[src/mss_ram.sv]
module mss_ram #(
  parameter int unsigned Width = 32,
  parameter int unsigned Depth = 32
) (
  input  logic                     clk_i,
  input  logic                     we_i,
  input  logic [$clog2(Depth)-1:0] waddr_i,
  input  logic [Width-1:0]         wdata_i,
  input  logic [$clog2(Depth)-1:0] raddr_i,
  output logic [Width-1:0]         rdata_o
);

  logic [Width-1:0] mem_q [Depth];
  logic [Width-1:0] rdata_q;

  // read-first: a read in the write cycle returns the old word
  always_ff @(posedge clk_i) begin
    if (we_i) begin
      mem_q[waddr_i] <= wdata_i;
    end
    rdata_q <= mem_q[raddr_i];
  end

  assign rdata_o = rdata_q;

endmodule

[config.mk]
export PLATFORM = sky130hd
export DESIGN_NAME = mss_ram
export DESIGN_NICKNAME = d
export VERILOG_FILES = /design/src/mss_ram.sv
export SDC_FILE = /design/constraint.sdc
export NUM_CORES = 1
export LEC_CHECK = 0
export ABC_AREA = 1
export ABC_CLOCK_PERIOD_IN_PS = 2800
export BUFFER_PORTS_ARGS = -buffer_cell sky130_fd_sc_hd__buf_4
export CAP_MARGIN = 15
export CORE_MARGIN = 10
export CORE_UTILIZATION = 39
export CTS_CLUSTER_DIAMETER = 80
export DETAILED_ROUTE_END_ITERATION = 16
export GPL_TIMING_DRIVEN = 0
export MAX_ROUTING_LAYER = met4
export PLACE_DENSITY = 0.56
export RECOVER_POWER = 100
export SYNTH_ARGS = -nofsm -noshare
export SYNTH_HDL_FRONTEND = slang
export SYNTH_SLANG_ARGS = --single-unit
export TNS_END_PERCENT = 50
[constraint.sdc]
create_clock -name clk_i -period 2.8 [get_ports clk_i]
set_input_delay 0.14 -clock clk_i [delete_from_list [all_inputs] [get_ports clk_i]]
set_output_delay 0.14 -clock clk_i [all_outputs]
set_load 0.01 [all_outputs]
; After elaboration in Yosys (flattened, before gate mapping)
; Memory sizes are Yosys's and may differ from the RTL's. A register that Yosys moved wholly into a read port is not among the register bits.
; Index checks and enable logic that the tools add are counted.
[op_classes]
mux = 2
[op_table]
columns = op, n
row1 = 1-bit two-way mux, 2
[word_totals]
out_inout_bits = 32
n_memories = 1
word_cells = 3
ff_bits = 0
input_bits = 44
ram_bits = 1024
[memory_table]
columns = memory, depth, width, read_ports, rd_ports_with_merged_regs, wr, line
row1 = mem_q, 32, 32, 1, 1, 1, 13  ; logic [Width-1:0] mem_q [Depth];

; Depth between registers and ports, before layout
; Gate-level depths: netlist of run 1.
[logic_depth]
word_depth = 2
depth_mapped = 12

; Worst setup path before layout of run 1
; No wires, ideal clock.
[synth_path]
path_type = input port to flip-flop
from = in waddr_i[0]
to = mem mem_q[0][0], enable pin
path_buffers = 0
t_arrival_ns = 1.795
stages = 3
slack_ns = 0.584
path_cell_list = inv_1 > nand3_1 > nor2_1
[synth_rtl]
columns = item, line
row1 = from (decl), 7  ; input logic [$clog2(Depth)-1:0] waddr_i,
row2 = to (decl), 13
; No word-level cell before the write port.

==> results.md, run 1 <==
Critical path:
- The worst register-to-register path begins at mem_q[29][13]$_DFFE_PP_.
- The signal on the critical path passes through clkbuf_1 > inv_1 > clkbuf_1 > clkbuf_1 > nand3_1 > nand2_1 > nand2_1 > nand2_1 > nand2_1 > nand2_1.
- The most common cell type on the critical path is sky130_fd_sc_hd__nand2_1.
- The internal reg-to-reg setup slack is 1.28 ns.
- Among all stages on the critical path, the largest delay is contributed by sky130_fd_sc_hd__clkbuf_1.
- Data on the critical path is required at its endpoint by 3.41 ns.
- The critical-path maximum fanout is 10.
- The worst register-to-register path has a depth of 8.
- STA puts the critical path data arrival time at approximately 2.9 ns.
- The worst setup path is launched from an input pin.
- The worst setup path is captured at a register.
- The cell class contributing the biggest share of worst-path delay is buffers and inverters.
- In this run the worst setup path begins at raddr_i[2].
- The largest single stage delay on the critical path is 0.95 ns.
- The start-to-end type of the worst setup path is in -> reg.
- The destination of the worst register-to-register timing path is rdata_o[13]$_DFF_P_.
- The buffer and inverter count on the worst path is 4.

Worst hold path:
- The type of the tightest min-delay check is in -> reg.
- The worst hold path was traced through 3 stages.
- The endpoint of the worst hold-timing path is mem_q[25][6]$_DFFE_PP_.
- In this run the most critical hold path is launched from waddr_i[4].

Layout:
- Of the cells placed in the final design, the portion with a size suffix greater than 1 is 0.0988.
- The filler cells instantiated in the layout total roughly 10000.
- The top cell types in the final layout, fill and taps aside, are sky130_fd_sc_hd__nand2_1, sky130_fd_sc_hd__edfxtp_1, sky130_fd_sc_hd__nand3_1.
- Once layout is complete, the utilization of the core stands at 0.456.
- The leading cell type in the layout, fill and taps excluded is sky130_fd_sc_hd__nand2_1.
- The area growth from synthesis to layout is 15.5%.
- The area taken by multi-input logic gates is 9460 sq um.
- Once layout is complete, the cells apart from fillers number 5284.
- Across the whole layout, storage elements account for between 30000 and 40000 sq um.
- The net count reported at finish is 3828.

Logic synthesis:
- The synthesized design contains 1056 register bits.
- The count of warnings emitted by yosys is 0.
- Dividing the synthesized area by the synthesized cell count gives 12.0 sq um.
- The net count of the mapped netlist is 3580.
- The post-synthesis sequential area ratio is 0.740.
- The netlist uses 14 different library cells.
- The total standard cell area after synthesis is 42400 sq um.
- After technology mapping, the gate count stands at 3536.

Clocking:
- Counting every sink on the clock net gives 1056.
- The clock reaches the later pin of the worst-skew pair after roughly 0.71 ns.
- The longest clock path from root to sink contains 3 buffers.
- The post-CTS setup-driven buffer insertion count is 0.
- The H-tree depth is 3.
- The cell sitting at the root of the clock tree is a sky130_fd_sc_hd__clkbuf_16.
- The number of buffers inserted during clock tree synthesis is 110.
- TritonCTS built the clock tree.
- The clock-pin slew on the worst setup and hold paths is roughly 0.060 ns.

Floorplan:
- After floorplanning, the core was divided into 120 placement rows.
- The die is 350 um wide.
- The overall die area is 122000 sq um.
- For this configuration, the core starts out at a cell density of 0.394.
- The number of primary I/O pins is 76.
- The chip height is 350 um.
- The floorplan core area is around 110000 sq um.

Global routing:
- Entering global routing, the biggest net connects 33 pins.
- After global routing the overflow that remains totals 0.
- In the global route stage, overall resource usage came out at 0.218.
- The wire length of the first global-routing pass is between 150 and 200 mm.
- The initial antenna violation count is 6.
- The via count of the first global-routing pass was approximately 27000.

Power and ir drop:
- The total power consumption of the routed design is 35100 uW.
- Of the total power, combinational logic draws 0.070.
- Of the total power, the share spent switching nets is 0.231.
- The share of total power dissipated in sequential elements is 0.503.
- Internal power comes to 27000 uW.
- Power spread over the standard cell area amounts to 716 nW/um^2.
- The part of the total power dissipated in the clock network is 0.427.
- The switching component of the power is around 8100 uW.
- The highest ir drop seen on vdd is 0.474 mV.
- The analysis attributes to cell leakage a power of 0.0180 uW.

STA:
- In the finished design, the share of the clock period the worst path needs comes to 0.802.
- The count of final max-slew check failures is between 1000 and 1500.
- Measured against its own limit, the worst slew margin works out to -0.471.
- Derived from the worst setup path, the maximum achievable clock frequency is 0.445 GHz.
- The number of failing setup endpoints in the final timing report is 0.
- Final hold analysis gives a worst-case slack of about 0.18 ns.
- For the pin with the worst max-slew slack, the measured transition is 2.20 ns.
- The number of failing hold endpoints at the final stage was 0.
- The worst path needs approximately 2.2 ns of the cycle, external delays included.
- Setup repair after global routing left no endpoint under its margin.
- Between clock sinks in the finished design, the worst skew comes to 0.0162 ns.

Run status:
- The run finished, with violations left.
- The final reports fail on capacitance limit, slew limit.

Place:
- The last weighted congestion value of the routability-driven placer is between 0.8 and 0.9.
- The HPWL after detailed placement is about 86 mm.
- After detailed placement, the design holds a cell count of 5043.
- Port buffering added 72 buffers.

Routing:
- The initial detailed-routing violation count is 3054.
- The via count of the routed design is between 20000 and 30000.
- The detailed-router iteration count before antenna repair is 5.
- The average via count per standard cell is 5.27.
- After detailed routing, the number of remaining DRC violations is 0.
- After detailed routing, the average wire length per cell comes to about 25 um.
- The count of nets left with antenna violations once routing finished came out at 0.
- The sum of routed wire length over all layers is 132 mm.

Job:
- The number of max-capacitance violations reported is 42.
worst min-delay path, stage by stage:
cell and delay (ns):
sky130_fd_sc_hd__buf_4 0.13, sky130_fd_sc_hd__nand3_1 0.20, sky130_fd_sc_hd__nor2_4 0.19
Yosys cell counts:
cell | count | area, sq um
sky130_fd_sc_hd__nand2_1 | 1440 | 5410
sky130_fd_sc_hd__clkbuf_1 | 24 | 90.1
sky130_fd_sc_hd__buf_8 | 3 | 45.0
sky130_fd_sc_hd__buf_6 | 66 | 743
sky130_fd_sc_hd__edfxtp_1 | 1024 | 30700
sky130_fd_sc_hd__nor2_1 | 32 | 120
sky130_fd_sc_hd__inv_8 | 1 | 11.3
sky130_fd_sc_hd__buf_1 | 18 | 67.6
sky130_fd_sc_hd__dfxtp_1 | 32 | 641
sky130_fd_sc_hd__buf_2 | 83 | 415
sky130_fd_sc_hd__buf_4 | 24 | 180
sky130_fd_sc_hd__nand3_1 | 780 | 3900
sky130_fd_sc_hd__inv_1 | 7 | 26.3
sky130_fd_sc_hd__inv_2 | 2 | 7.51
how the worst max path moves through the flow:
stage	cells past startpoint	to
after floorplan	3	mem_q[0][0]$_DFFE_PP_
after global placement	4	mem_q[26][22]$_DFFE_PP_
after detailed placement	5	mem_q[28][21]$_DFFE_PP_
after CTS	5	mem_q[28][9]$_DFFE_PP_
after global routing	5	mem_q[6][26]$_DFFE_PP_
final	10	rdata_o[19]$_DFF_P_
flip-flops by register name (all words and copies together), names as in the netlist:
name and flops:
mem_q 1024, rdata_o 32
power by group through the flow:
| stage | clock network (uW) | registers, uW | logic [uW] |
|---|---|---|---|
| detailed placement | 0 | 18000 | 2480 |
| floorplan | 0 | 18000 | 1210 |
| finish | 15000 | 17600 | 2450 |
| global placement | 0 | 18000 | 2420 |
| global route | 15700 | 17700 | 2640 |
| CTS | 15100 | 17600 | 2530 |
cells by family after synthesis:
family,synth area share
AND/OR/NAND/NOR,0.222
flip-flops,0.740
buffers and inverters,0.0374
through the flow:
stage | TNS, ns | area (sq um) | worst slack (ns)
2_1_floorplan | 0 | 42400 | 0.584
3_3_place_gp | -1217.14 | 44700 | -1.53
3_5_place_dp | 0 | 45600 | 0.298
4_1_cts | 0 | 49600 | 1.04
5_1_grt | 0 | 49000 | 0.464
6_report | 0 | 49000 | 0.555
final cells by class:
class	instances	area share
buffer	218	0.0314
timing repair buffer	136	0.0227
sequential	1056	0.641
tap	1403	0.0358
multi-input combinational	2252	0.193
clock inverter	65	0.0155
antenna	5	0.000255
clock buffer	139	0.0594
inverter	10	0.000920
repair_timing:
item / CTS / global route
resized for setup: 0 / 0
hold buffers: 32 / 0
hold endpoints to repair: 1024 / 0
per-layer routing:
metal / share of wire / routed length [um] / GRT usage
met2: 0.47 / 62300 / 0.349
met1: 0.41 / 54000 / 0.279
met4: 0.035 / 4670 / 0.0786
met5: 0 / 0 / -
met3: 0.082 / 10700 / 0.0359
(Power assumes the default switching activity.)
==> run 2, diff against run 1 <==
- ABC_AREA: 1 -> 0
- ABC_CLOCK_PERIOD_IN_PS: 2800 -> 2200
- clock period: 2.8 -> 2.2 ns (I/O delays scaled with it)
==> run 2 against run 1 <==
Net effect: sequential power grew 28%; the flow still finishes with violations (capacitance limit, slew limit); final cell count shrank 25%; register-to-register slack got worse by 0.95 ns; via count shrank 24%; power increased by 23%; combinational power shrank 5%; synthesized cell count shrank 36%; synthesized area decreased by 4.5%.
==> results.md, run 2 <==
STA:
- The relative max-transition margin is -0.205 (was -0.471).
- The clock period could shrink to around 2.0 ns.
- In the finished design, the share of the clock period the worst path needs comes to 0.911.
- Setup repair after global routing missed its margin: no (unchanged).
- The highest achievable clock rate is 0.499 GHz.
- The minimum setup slack in the final design was 0.195 ns (was 0.555 ns).
- The number of failing setup endpoints in the final timing report was 0 (unchanged).
- The count of final max-slew check failures is 658 (was 1188).
- The final-layout setup total negative slack is 0 ns (unchanged).
- The number of failing hold endpoints at the final stage is 0 (unchanged).
- The final setup skew is 0.0192 ns (was 0.0162 ns).
- The tightest hold margin is 0.0601 ns (was 0.178 ns).
- The actual transition at the worst max-transition pin is 1.81 ns (was 2.20 ns).

Routing:
- The mean routed wirelength per cell is 25.8 um (was 24.9 um).
- The sum of routed wire length over all layers came to 102 mm (was 132 mm).
- The average via count per standard cell is 5.31 (was 5.27).
- The initial detailed-routing violation count is 1879 (was 3054).
- The number of nets still failing antenna checks after routing was 0 (unchanged).
- The detailed-router iteration count before antenna repair is 5 (unchanged).
- The residual DRC count is 0 (unchanged).
- The via count of the routed design is 21104 (was 27863).

Logic synthesis:
- The synthesis-stage register bit count was 1056 (unchanged).
- The count of flip-flops with a built-in enable after synthesis is 1024 (unchanged).
- The cell type with the highest aggregate area in the netlist is sky130_fd_sc_hd__edfxtp_1 (unchanged).
- Most frequent cells after synthesis: sky130_fd_sc_hd__edfxtp_1, sky130_fd_sc_hd__mux2i_1, sky130_fd_sc_hd__nand2_1, sky130_fd_sc_hd__nand3_1 (was sky130_fd_sc_hd__nand2_1, sky130_fd_sc_hd__edfxtp_1, sky130_fd_sc_hd__nand3_1).
- The unique cell type count in the Yosys netlist is 25 (was 14).
- The most instantiated flip-flop cell in the synthesis netlist is sky130_fd_sc_hd__edfxtp_1 (unchanged).
- The net count of the mapped netlist is 2304 (was 3580).
- The average footprint of a synthesized cell came to 17.9 sq um (was 12.0 sq um).
- The area share of the largest cell type after synthesis is 0.760 (was 0.725).
- The async set or reset register ratio after synthesis was 0 (unchanged).
- The count of warnings emitted by yosys was 0 (unchanged).
- The most numerous cell in the Yosys netlist is sky130_fd_sc_hd__edfxtp_1 (was sky130_fd_sc_hd__nand2_1).
- The post-synthesis instance total is 2260 (was 3536).
- The post-synthesis sequential area ratio came to 0.775 (was 0.740).
- The total standard cell area after synthesis is 40500 sq um (was 42400 sq um).
- Cell types occupying the most area after synthesis: sky130_fd_sc_hd__edfxtp_1, sky130_fd_sc_hd__mux2i_1, sky130_fd_sc_hd__a22oi_1, sky130_fd_sc_hd__dfxtp_1, sky130_fd_sc_hd__a22o_1 (was sky130_fd_sc_hd__edfxtp_1, sky130_fd_sc_hd__nand2_1, sky130_fd_sc_hd__nand3_1, sky130_fd_sc_hd__buf_6, sky130_fd_sc_hd__dfxtp_1).

Critical path:
- The critical-path maximum fanout is 24 (was 10).
- The destination of the worst register-to-register timing path is rdata_o[11]$_DFF_P_ (was rdata_o[13]$_DFF_P_).
- The launching point of the worst reg2reg path is mem_q[7][11]$_DFFE_PP_ (was mem_q[29][13]$_DFFE_PP_).
- The critical path data arrival time is 2.30 ns (was 2.85 ns).
- The endpoint required time on the critical path is 2.50 ns (was 3.41 ns).
- The internal reg-to-reg setup slack is 0.33 ns (was 1.28 ns).
- The kind of end point of the critical path is a register (unchanged).
- The start-to-end type of the worst setup path is in -> reg (unchanged).
- The path depth of the worst reg2reg path is 5 (was 8).
- The category of the worst setup path launch point is an input pin (unchanged).

Floorplan:
- The chip width is 342 um (was 350 um).
- The number of placement rows is 118 (was 120).
- The overall die area came to 117000 sq um (was 122000 sq um).
- The floorplan core area is 103000 sq um (was 108000 sq um).
- The starting density of the core is 0.392 (was 0.394).
- The number of primary I/O pins was 76 (unchanged).
- The chip height came to 342 um (was 350 um).

Clocking:
- The H-tree depth is 3 (unchanged).
- The clock-pin slew on the worst setup and hold paths came to 0.06 ns (about the same).
- The number of buffers inserted during clock tree synthesis came to 106 (was 110).
- The number of instances resized during post-cts repair is 0 (unchanged).
- The clock tree root buffer cell is sky130_fd_sc_hd__clkbuf_16 (unchanged).
- The clock insertion delay at the later pin of the skew report is 0.69 ns (was 0.71 ns).
- The clock sink count was 1056 (unchanged).
- The clock tree from TritonCTS is built (unchanged).
- The maximum number of buffers from clock root to sink is 3 (unchanged).

Place:
- The number of buffers added on ports was 74 (was 72).
- The last weighted congestion value of the routability-driven placer is 0.783 (was 0.834).
- The total placed cells including tap cells came to 3746 (was 5043).
- The half-perimeter wire length after placement came to 67.3 mm (was 86.5 mm).
- The worst setup timing slack at the placement stage was -0.375 ns (was 0.298 ns).

Layout:
- Most frequent cells in the layout: sky130_fd_sc_hd__edfxtp_1, sky130_fd_sc_hd__mux2i_1, sky130_fd_sc_hd__clkbuf_1 (was sky130_fd_sc_hd__nand2_1, sky130_fd_sc_hd__edfxtp_1, sky130_fd_sc_hd__nand3_1).
- The area taken by multi-input logic gates is 8440 sq um (was 9460 sq um).
- The number of cells in the finished layout apart from fillers is 3977 (was 5284).
- The area taken by flip-flops and latches is 31400 sq um (unchanged).
- The share of layout cells above drive strength 1 came to 0.118 (was 0.0988).
- The leading cell type in the layout, fill and taps excluded is sky130_fd_sc_hd__edfxtp_1 (was sky130_fd_sc_hd__nand2_1).
- The net count reported at finish is 2550 (was 3828).
- The core occupancy in the finished layout is 0.456 (about the same).
- The number of flip-flops in the largest register is 1024 (unchanged).
- The number of filler cells placed in the layout is 8892 (was 9761).
- The register bank with the most flops is mem_q (unchanged).
- The area growth from synthesis to layout is 16.4% (was 15.5%).

Worst hold path:
- The startpoint of the most critical hold path is waddr_i[3] (was waddr_i[4]).
- The endpoint of the worst hold-timing path was mem_q[28][9]$_DFFE_PP_ (was mem_q[25][6]$_DFFE_PP_).
- The type of the tightest min-delay check is in -> reg (unchanged).
- The number of cells traversed by the worst hold path is 3 (unchanged).

Power and ir drop:
- The cell area power density is 915 nW/um^2 (was 716 nW/um^2).
- The static leakage power is 0.0163 uW (was 0.0180 uW).
- The highest ir drop seen on vdd is 0.569 mV (was 0.474 mV).

Global routing:
- The initial antenna violation count is 4 (was 6).
- The via count of the first global-routing pass was 21690 (was 26570).
- The wire length of the first global-routing pass is 149 mm (was 187 mm).
- The residual overflow from global routing is 0 (unchanged).
- The total global-route track usage came to 0.178 (was 0.218).
- The pin count of the biggest net entering global routing is 33 (unchanged).

Run status:
- Failing checks: capacitance limit, slew limit (unchanged).
- Run status: finished with violations (unchanged).

Job:
- The number of max-capacitance violations reported was 20 (was 42).
[run 2: cell types whose count changed after synthesis, sizes merged, moves of 32 or more]
| cell | previous run | this run |
|---|---|---|
| nand2 | 1440 | 98 |
| nand3 | 780 | 98 |
| mux2i | 0 | 512 |
| buf | 194 | 79 |
| a21oi | 0 | 96 |
| a22oi | 0 | 96 |
| a22o | 0 | 64 |
| a31oi | 0 | 32 |
| nor3 | 0 | 32 |
[run 2: worst max-delay path, stage by stage]
cell,delay (ns)
sky130_fd_sc_hd__clkbuf_1,0.14
sky130_fd_sc_hd__or3b_2,0.45
sky130_fd_sc_hd__clkbuf_1,0.41
sky130_fd_sc_hd__nor2_4,0.43
sky130_fd_sc_hd__clkbuf_2,0.73
[run 2: how the worst max path moves through the flow]
| stage | startpoint | endpoint | slack, ns | depth (start not counted) |
|---|---|---|---|---|
| 6_report | we_i | mem_q[28][19]$_DFFE_PP_ | 0.20 | 5 |
| 5_1_grt | we_i | mem_q[28][17]$_DFFE_PP_ | 0.1 | 5 |
| 2_1_floorplan | waddr_i[1] | mem_q[12][0]$_DFFE_PP_ | -0.34 | 3 |
| 3_3_place_gp | waddr_i[1] | mem_q[16][16]$_DFFE_PP_ | -2.18 | 4 |
| 3_5_place_dp | raddr_i[1] | rdata_o[16]$_DFF_P_ | -0.38 | 7 |
| 4_1_cts | raddr_i[1] | rdata_o[16]$_DFF_P_ | 0.33 | 7 |
[run 2: per-layer routing]
metal  share of wire  vias to the layer above  track usage
li1                -                     9474            -
met1            0.43                    10890        0.229
met2            0.50                      584        0.294
met3           0.052                      156       0.0247
met4           0.021                        0       0.0470
met5               0                        -            -
[run 2: kinds of logic (layout without fill, tap and decap cells)]
| group | count (synthesis) | after routing | synth area share |
|---|---|---|---|
| AO/OA/AOI/OAI | 288 | 288 | 0.0485 |
| multiplexers | 512 | 512 | 0.127 |
| flip-flops | 1056 | 1056 | 0.775 |
| buffers and inverters | 127 | 463 | 0.0186 |
| AND/OR/NAND/NOR | 277 | 277 | 0.0310 |
| other | 0 | 1 | 0 |
[run 2: area by class of cell]
cell class | count | area share
multi-input cells | 1077 | 0.179
plain buffers | 127 | 0.0160
diodes | 1 | 0.0000531
clock inverters | 51 | 0.0118
clock buffers | 147 | 0.0645
repair buffers | 138 | 0.0255
well taps | 1380 | 0.0367
flip-flops and latches | 1056 | 0.666
[run 2: what timing repair did]
item                      in CTS  in global routing
hold buffers                  32                  0
setup buffers                  0                  0
hold endpoints to repair    1024                  0
[run 2: per-stage QoR]
stage,cell area [sq um],total power (uW)
after detailed placement,43700,25300
after floorplan,40500,24100
after CTS,47600,43500
after global placement,42800,25200
final,47100,43100
after global routing,47100,44400
[run 2: report_power, final]
group | switching [uW] | internal, uW | total, uW
sequential | 72.1 | 22400 | 22500
clock | 7400 | 10900 | 18300
combinational | 1600 | 722 | 2320
